<file path="src/pexp_pkg.sv">
// Shared types and constants of the palette expander.
`timescale 1ns / 1ps

package pexp_pkg;

    // Request types carried by an input item.
    localparam logic REQ_PIXEL   = 1'b0;
    localparam logic REQ_PALETTE = 1'b1;

    // Source pixel depth.
    localparam logic MODE_8BPP = 1'b0;
    localparam logic MODE_4BPP = 1'b1;

    // Configuration register indexes and port widths.
    localparam int CFG_IDX_W  = 1;
    localparam int CFG_DATA_W = 13;
    localparam logic [CFG_IDX_W-1:0] CFG_PIXEL_MODE = 1'd0;
    localparam logic [CFG_IDX_W-1:0] CFG_ROW_WIDTH  = 1'd1;

    // Field widths fixed by the item format.
    localparam int BYTE_W  = 8;
    localparam int COLOR_W = 24;
    localparam int WORD_W  = 32;

    // One expanded pixel on its way to the result channel.
    typedef struct packed {
        logic [WORD_W-1:0] word;
        logic              last;
        logic              eor;
    } pix_t;

endpackage

</file>
<file path="src/pexp_outq.sv">
// Two-entry output queue that decouples the palette read from the receiver.
`timescale 1ns / 1ps

module pexp_outq
    import pexp_pkg::*;
(
    input  logic       aclk,
    input  logic       aresetn,
    input  logic       push,
    input  pix_t       push_data,
    input  logic       pop,
    output logic       head_valid,
    output pix_t       head_data,
    output logic [1:0] count
);

    pix_t       q_reg [2];
    logic       wr_ptr_reg, wr_ptr_next;
    logic       rd_ptr_reg, rd_ptr_next;
    logic [1:0] cnt_reg, cnt_next;

    // Pointer and fill count update; the issue credit keeps pushes off a full queue.
    always_comb begin
        wr_ptr_next = push ? ~wr_ptr_reg : wr_ptr_reg;
        rd_ptr_next = pop ? ~rd_ptr_reg : rd_ptr_reg;
        cnt_next    = cnt_reg + 2'(push) - 2'(pop);
    end

    always_ff @(posedge aclk) begin
        if (!aresetn) begin
            wr_ptr_reg <= 1'b0;
            rd_ptr_reg <= 1'b0;
            cnt_reg    <= 2'd0;
        end else begin
            wr_ptr_reg <= wr_ptr_next;
            rd_ptr_reg <= rd_ptr_next;
            cnt_reg    <= cnt_next;
        end
    end

    // Payload storage needs no reset.
    always_ff @(posedge aclk) begin
        if (push) begin
            q_reg[wr_ptr_reg] <= push_data;
        end
    end

    assign head_valid = (cnt_reg != 2'd0);
    assign head_data  = q_reg[rd_ptr_reg];
    assign count      = cnt_reg;

endmodule

</file>
<file path="config.mk">
export PLATFORM = sky130hd
export DESIGN_NAME = pexp_outq
export DESIGN_NICKNAME = d
export VERILOG_FILES = /design/src/pexp_pkg.sv /design/src/pexp_outq.sv
export SDC_FILE = /design/constraint.sdc
export NUM_CORES = 1
export LEC_CHECK = 0
export BUFFER_PORTS_ARGS = -buffer_cell sky130_fd_sc_hd__buf_2
export CORE_MARGIN = 2
export CORE_UTILIZATION = 40
export CTS_BUF_LIST = sky130_fd_sc_hd__clkbuf_4
export DETAILED_ROUTE_END_ITERATION = 10
export GPL_TIMING_DRIVEN = 1
export PLACE_DENSITY_LB_ADDON = 0.2
export SLEW_MARGIN = 20
export SYNTH_ARGS = -nofsm -noshare
export SYNTH_HDL_FRONTEND = slang
export SYNTH_SLANG_ARGS = --single-unit
</file>
<file path="constraint.sdc">
create_clock -name aclk -period 3.1 [get_ports aclk]
set_input_delay 0.775 -clock aclk [delete_from_list [all_inputs] [get_ports aclk]]
set_output_delay 0.775 -clock aclk [all_outputs]
set_load 0.005 [all_outputs]
</file>
# Yosys cells after proc, flatten, opt, wreduce, memory -nomap -nowiden
# Memory sizes are Yosys's and may differ from the RTL's. A register that Yosys moved wholly into a read port is not among the register bits.
# Index checks and enable logic that the tools add are counted.
[word_totals]
rom_bits = 0
output_inout_bits = 37
in_bits = 38
mem_bits_rw = 68
n_memories = 1
word_cells = 13
ff_bits = 4
latchBits = 0
[mem_list]
columns = ["memory", "words", "word_bits", "rd", "rd_clocked_by_memory_dff", "write_ports", "line_no", "rtl"]
rows = [
  ["q_reg", 2, 34, 1, 1, 1, "pexp_outq.sv:17", "pix_t q_reg [2];"],
]
[classes]
shifts = 0
reduce_logical = 1
n_addsub = 2
eq_ne = 0
muxes = 4
bitwise_logic = 2
div = 0
magnitude_cmp = 0
n_mul = 0
[op_table]
columns = ["operator", "count"]
rows = [
  ["2-to-1 mux 1 bit", 4],
  ["adder 2 x 1 -> 2 bit", 1],
  ["NOT 1 bit", 2],
  ["nonzero test 2 bit", 1],
  ["subtractor 2 x 1 -> 2 bit", 1],
]

# Longest topological paths before layout
# Gate-level depths: netlist of the first run.
[logic_depth]
depth_word = 3
mapped_depth = 6
mapped_depth_nobuf = 6

# Worst setup path before layout of the first run
# OpenSTA, ideal clock, no wires.
[synth_path]
kind = "input-to-reg"
startpoint = "input port push"
endpoint = "memory q_reg[0][0] (netlist name) (enable)"
t_required_ns = 2.670
t_arrival_ns = 2.339
setup_time_ns = 0.430
slack_ns = 0.331
path_stages = 1
cell_sequence = "nor2b_1"
[synth_via]
elab_chain_cells = 2
[synth_lines]
columns = ["item", "line_no", "rtl"]
rows = [
  ["start: declaration", "pexp_outq.sv:9", "input logic push,"],
  ["2-to-1 mux 1 bit", "pexp_outq.sv:43", "if (push) begin"],
  ["2-to-1 mux 1 bit (implied by the code)", "pexp_outq.sv:44", "q_reg[wr_ptr_reg] <= push_data;"],
  ["end: declaration", "pexp_outq.sv:17", ""],
]
# No other way between the ends.

==> impl_metrics.toml, run 1 <==
[synthesis]
syn_nets = 166
synthesis.yosys.warnings = 0
synth.yosys.seq_area_share = 0.757
post_synth_instance_area_um2 = 2830
synth.area.mux_share = 0.175
flip_flop_and_latch_count_after_synthesis = 73
largest_family_of_logic_cells_by_synthesized_area = "multiplexers"
post_synth_and_or_nand_nor_area_fraction = 0.0177
complex_gate_fraction_of_the_synthesized_area = 0.00265
post-synth-top-area-fraction = 0.721
netlist_top_cells_area = "sky130_fd_sc_hd__edfxtp_1, sky130_fd_sc_hd__mux2_4, sky130_fd_sc_hd__dfxtp_1, sky130_fd_sc_hd__buf_12, sky130_fd_sc_hd__mux2_2"
syn-instance-count = 126
yosysTopAreaCell = "sky130_fd_sc_hd__edfxtp_1"
synthXorXnorAreaFrac = 0.0111
synthAdderAreaFrac = 0.00884
synthDistinctLibCells = 14
syn-mean-instance-area_um2 = 22.5

[clock_tree]
post_cts_hold_buffer_count = 0
cts.htree.levels = 3
cts.reportedPaths.clkPinSlew_ns = 0.12
cts.repair.resized = 0
cts_buffers = 9
cts_num_sinks = 73
post_cts.repair.setup_buffers = 0
ctsRootBufferMaster = "sky130_fd_sc_hd__clkbuf_4"
clk_path_buf_depth = 2
clkLatencyLatePin_ns = 0.40
cts_tree = "built"

[detailed_routing]
drtIter0Drc = 48
drt-pass1-iter-count = 4
route.detailed.vias_per_inst = 4.51
via_count = 1402
detail_route.wl_per_cell_um = 15.2
antenna_left = 0
drc_violations_left = 0
detail_route.wirelength_um = 4730

[flow_run]
max_capacitance_violation_total = 0

[sta]
layout_setup_ws_ns = 0.570
finalSetupTns_ns = 0
timing.final.crit_share = 0.816
slew_headroom = 0.476
final.hold.worst_slack_ns = 0.549
unrepaired_setup_endpoints_after_global_routing = "no"
clock.fmax_mhz = 395
tightestPinTransition_ns = 0.786
fin_crit_ns = 2.53
hold_violations = 0
finalSetupViolCount = 0
final.setup_skew_ns = 0.00952
final_report_max_slew_violation_count = 0

[placed_design]
placed_area_um2 = 3310
place_congestion = 0.671
hpwl_um = 3330
numPortBuffers = 74
pre_cts_ws_ns = 0.976

[layout]
area_growth_pct = 22.4
fraction_of_layout_cells_with_a_size_suffix_above_1 = 0.600
layout_common_cells = "sky130_fd_sc_hd__buf_2, sky130_fd_sc_hd__edfxtp_1, sky130_fd_sc_hd__mux2_4"
finalNetCount = 250
area_taken_by_multi_input_logic_gates_um2 = 617
fillers = 614
register_area_um2 = 2140
count_of_inserted_antenna_diode_cells = 0
largest_reg_flops = 68
layout_commonest_cell = "sky130_fd_sc_hd__buf_2"
postLayoutCellArea_um2 = 3460

[power]
areal_power_density_over_the_cells_nw_per_um2 = 592
ir_worst_vdd_v = 0.000252
power_leakage_nw = 1.39
design_power_total_w = 0.00205

[setup_path]
rr_worst_depth = 2
timing.critical_path.slowest_stage_cell = "sky130_fd_sc_hd__dfxtp_2"
crit_type = "reg -> out"
crit_chain = "buf_12 > mux2_4 > buf_2"
crit_fanout = 21
worstPathArrival_ns = 1.75
worst-endpoint-required_ns = 2.32
slowest_stage_delay_cp_ns = 0.63
critical_path.startpoint_type = "flip-flop"
crit_path_end_kind = "primary output"

[floorplan]
design.portCount = 75
die_x_um = 88.1
floorplan.core_area_um2 = 6830
die-height_um = 88.1
rows = 30
initial_utilization = 0.414
dieArea_um2 = 7760

[global_routing]
grt_start_max_net_pins = 22
antenna_violations_before_repair = 0
grt_pass1_vias = 1454
track_usage = 0.126
grt_first_pass_wirelength_um = 6870
grt-ovfl-total = 0

[worst_hold_path]
holdCritPathClass = "in -> reg"
holdPathStages = 1

[status]
run_status = "finished clean"
==> critical path, delay by kind of cell (launching register included) <==
kind / cells / cell delay (ns)
flops: 1 / 0.63
buf+inv: 2 / 0.40
mux: 1 / 0.32
==> Yosys cell counts (all sizes together) <==
cell,n
or2,1
o21a,1
inv,2
edfxtp,68
dfxtp,5
mux2,34
nor2b,3
buf,4
and2,4
xor2,1
xnor3,1
ha,2
==> worst paths after layout <==
| kind | slack [ns] | from | endpoint |
|---|---|---|---|
| worst max-delay path | 0.57 | flip-flop | head_data[9] |
| worst min-delay path | 0.55 | push_data[32] | q_reg[1][32] |
| worst max register to register | 1.49 | wr_ptr_reg | q_reg[1][24] |
| worst min register to register | 0.59 | rd_ptr_reg | flip-flop |
==> logic make-up (layout without fill, tap and decap cells) <==
kind of cell	after synthesis	in the layout
multiplexers	34	34
buffers and inverters	6	95
AO/OA/AOI/OAI	1	1
flip-flops	73	73
AND/OR/NAND/NOR	8	8
adder cells (fa/ha/maj)	2	2
XOR/XNOR	2	2
==> where the power goes <==
group / internal [W] / switching (W)
sequential: 0.00114 / 0.0000268
combinational: 0.000151 / 0.0000986
clock: 0.000333 / 0.000305
total: 0.00162 / 0.000430
==> layer usage <==
metal	vias up	share of wire	global-route usage
met2	40	0.54	0.222
met3	7	0.066	0.0509
li1	658	-	-
met1	697	0.38	0.130
met4	0	0.014	0.0620
met5	-	0	0
==> layout make-up <==
cell class,instances,area share
flip-flops and latches,73,0.619
clock inverters,6,0.0238
repair buffers,77,0.121
well taps,96,0.0347
clock buffers,10,0.0217
inverters,2,0.00217
multi-input cells,47,0.178
==> per-stage QoR <==
stage | util | instances
2_1_floorplan | - | 126
3_3_place_gp | 0.484 | 295
3_5_place_dp | 0.484 | 295
4_1_cts | 0.507 | 311
5_1_grt | 0.507 | 311
6_report | 0.507 | 311
No activity file was read; power rests on OpenSTA's default activity.
==> run 2: changes to the inputs <==
==> constraint.sdc (replaced) <==
create_clock -name aclk -period 2.5 [get_ports aclk]
set_input_delay 0.625 -clock aclk [delete_from_list [all_inputs] [get_ports aclk]]
set_output_delay 0.625 -clock aclk [all_outputs]
set_load 0.005 [all_outputs]
==> impl_metrics.toml, run 2 (synthesized netlist as in run 1, its figures left out) <==
[status]
run_status = "finished clean"

[clock_tree]
post_cts.repair.setup_buffers = 0
clk_path_buf_depth = 2
cts_num_sinks = 73
cts.htree.levels = 3
clkLatencyLatePin_ns = 0.39
cts_buffers = 9
cts.repair.resized = 0
post_cts_hold_buffer_count = 0
cts_tree = "built"
ctsRootBufferMaster = "sky130_fd_sc_hd__clkbuf_4"
cts.reportedPaths.clkPinSlew_ns = 0.11

[setup_path]
crit_type = "reg -> out"
timing.critical_path.slowest_stage_cell = "sky130_fd_sc_hd__mux2_2"
critical_path.startpoint_type = "flip-flop"
crit_path_end_kind = "primary output"
worst-endpoint-required_ns = 1.88
r2r_start = "wr_ptr_reg"
crit_chain = "buf_4 > mux2_2 > buf_2"
worstPathArrival_ns = 1.55
slowest_stage_delay_cp_ns = 0.38
crit_fanout = 19

[floorplan]
rows = 30
die-height_um = 88.1
initial_utilization = 0.414
die_x_um = 88.1
design.portCount = 75
dieArea_um2 = 7760
floorplan.core_area_um2 = 6830

[placed_design]
placed_area_um2 = 3310
numPortBuffers = 74
hpwl_um = 3150
place_congestion = 0.684
pre_cts_ws_ns = 0.728

[sta]
final.setup_skew_ns = 0.00861
fin_crit_ns = 2.17
clock.fmax_mhz = 460
finalSetupViolCount = 0
unrepaired_setup_endpoints_after_global_routing = "no"
layout_setup_ws_ns = 0.328
timing.final.crit_share = 0.869
finalSetupTns_ns = 0
tightestPinTransition_ns = 0.440
hold_violations = 0
slew_headroom = 0.706
final_report_max_slew_violation_count = 0

[worst_hold_path]
holdCritPathClass = "in -> reg"
timing.hold.worst.start = "push_data[9]"

[layout]
register_area_um2 = 2140
layout_common_cells = "sky130_fd_sc_hd__buf_2, sky130_fd_sc_hd__edfxtp_1, sky130_fd_sc_hd__mux2_4"
area_taken_by_multi_input_logic_gates_um2 = 618
utilization_after_layout = 0.503
layout_commonest_cell = "sky130_fd_sc_hd__buf_2"
fraction_of_layout_cells_with_a_size_suffix_above_1 = 0.606
fillers = 599
finalNetCount = 252
largest_reg_flops = 68
area_growth_pct = 21.5
postLayoutCellArea_um2 = 3440

[detailed_routing]
antenna_left = 0
drc_violations_left = 0
detail_route.wirelength_um = 4430
drtIter0Drc = 59
drt-pass1-iter-count = 3
detail_route.wl_per_cell_um = 14.2
route.detailed.vias_per_inst = 4.33
via_count = 1356

[power]
power_leakage_nw = 1.38
areal_power_density_over_the_cells_nw_per_um2 = 703
ir_worst_vdd_v = 0.000400

[global_routing]
grt_pass1_vias = 1365
antenna_violations_before_repair = 1
grt_first_pass_wirelength_um = 6460
track_usage = 0.119
grt_start_max_net_pins = 20
grt-ovfl-total = 0

[flow_run]
max_capacitance_violation_total = 0
-- run 2: through the flow --
stage,hold slack (ns),total power (W),cells
2_1_floorplan,0.555,0.00166,126
3_3_place_gp,0.570,0.00177,297
3_5_place_dp,0.572,0.00178,297
4_1_cts,0.378,0.00245,312
5_1_grt,0.363,0.00253,312
6_report,0.406,0.00242,313
-- run 2: final timing paths --
| kind | slack, ns | end | depth (start not counted) |
|---|---|---|---|
| setup reg to reg | 1.13 | q_reg[1][18] | 2 |
| hold reg to reg | 0.59 | rd_ptr_reg | 2 |
| hold / removal | 0.41 | q_reg[1][9] | 1 |
| setup / recovery | 0.33 | head_data[2] | 3 |
-- run 2: per-layer routing --
metal | GRT usage | wire, µm
met2 | 0.197 | 2320
met3 | 0.0443 | 294
met4 | 0.0702 | 61
met5 | 0 | 0
met1 | 0.131 | 1750
-- run 2: report_power, final --
group	internal, W	total (W)	switching, W
Clock	0.000295	0.000670	0.000375
Combinational	0.000187	0.000315	0.000128
Sequential	0.00141	0.00143	0.0000228
-- run 2: final cells by class --
cell class,count,share of cell area
Sequential cell,73,0.623
Multi-Input combinational cell,47,0.180
Timing Repair Buffer,79,0.122
Tap cell,96,0.0349
Clock buffer,9,0.0196
Clock inverter,6,0.0175
Inverter,2,0.00218
Antenna cell,1,0.000728
-- run 2: worst max-delay path, delay by kind of cell, from the launching register on --
| kind | cells | cell delay, ns |
|---|---|---|
| buffers and inverters | 2 | 0.44 |
| multiplexers | 1 | 0.38 |
| flip-flops | 1 | 0.34 |
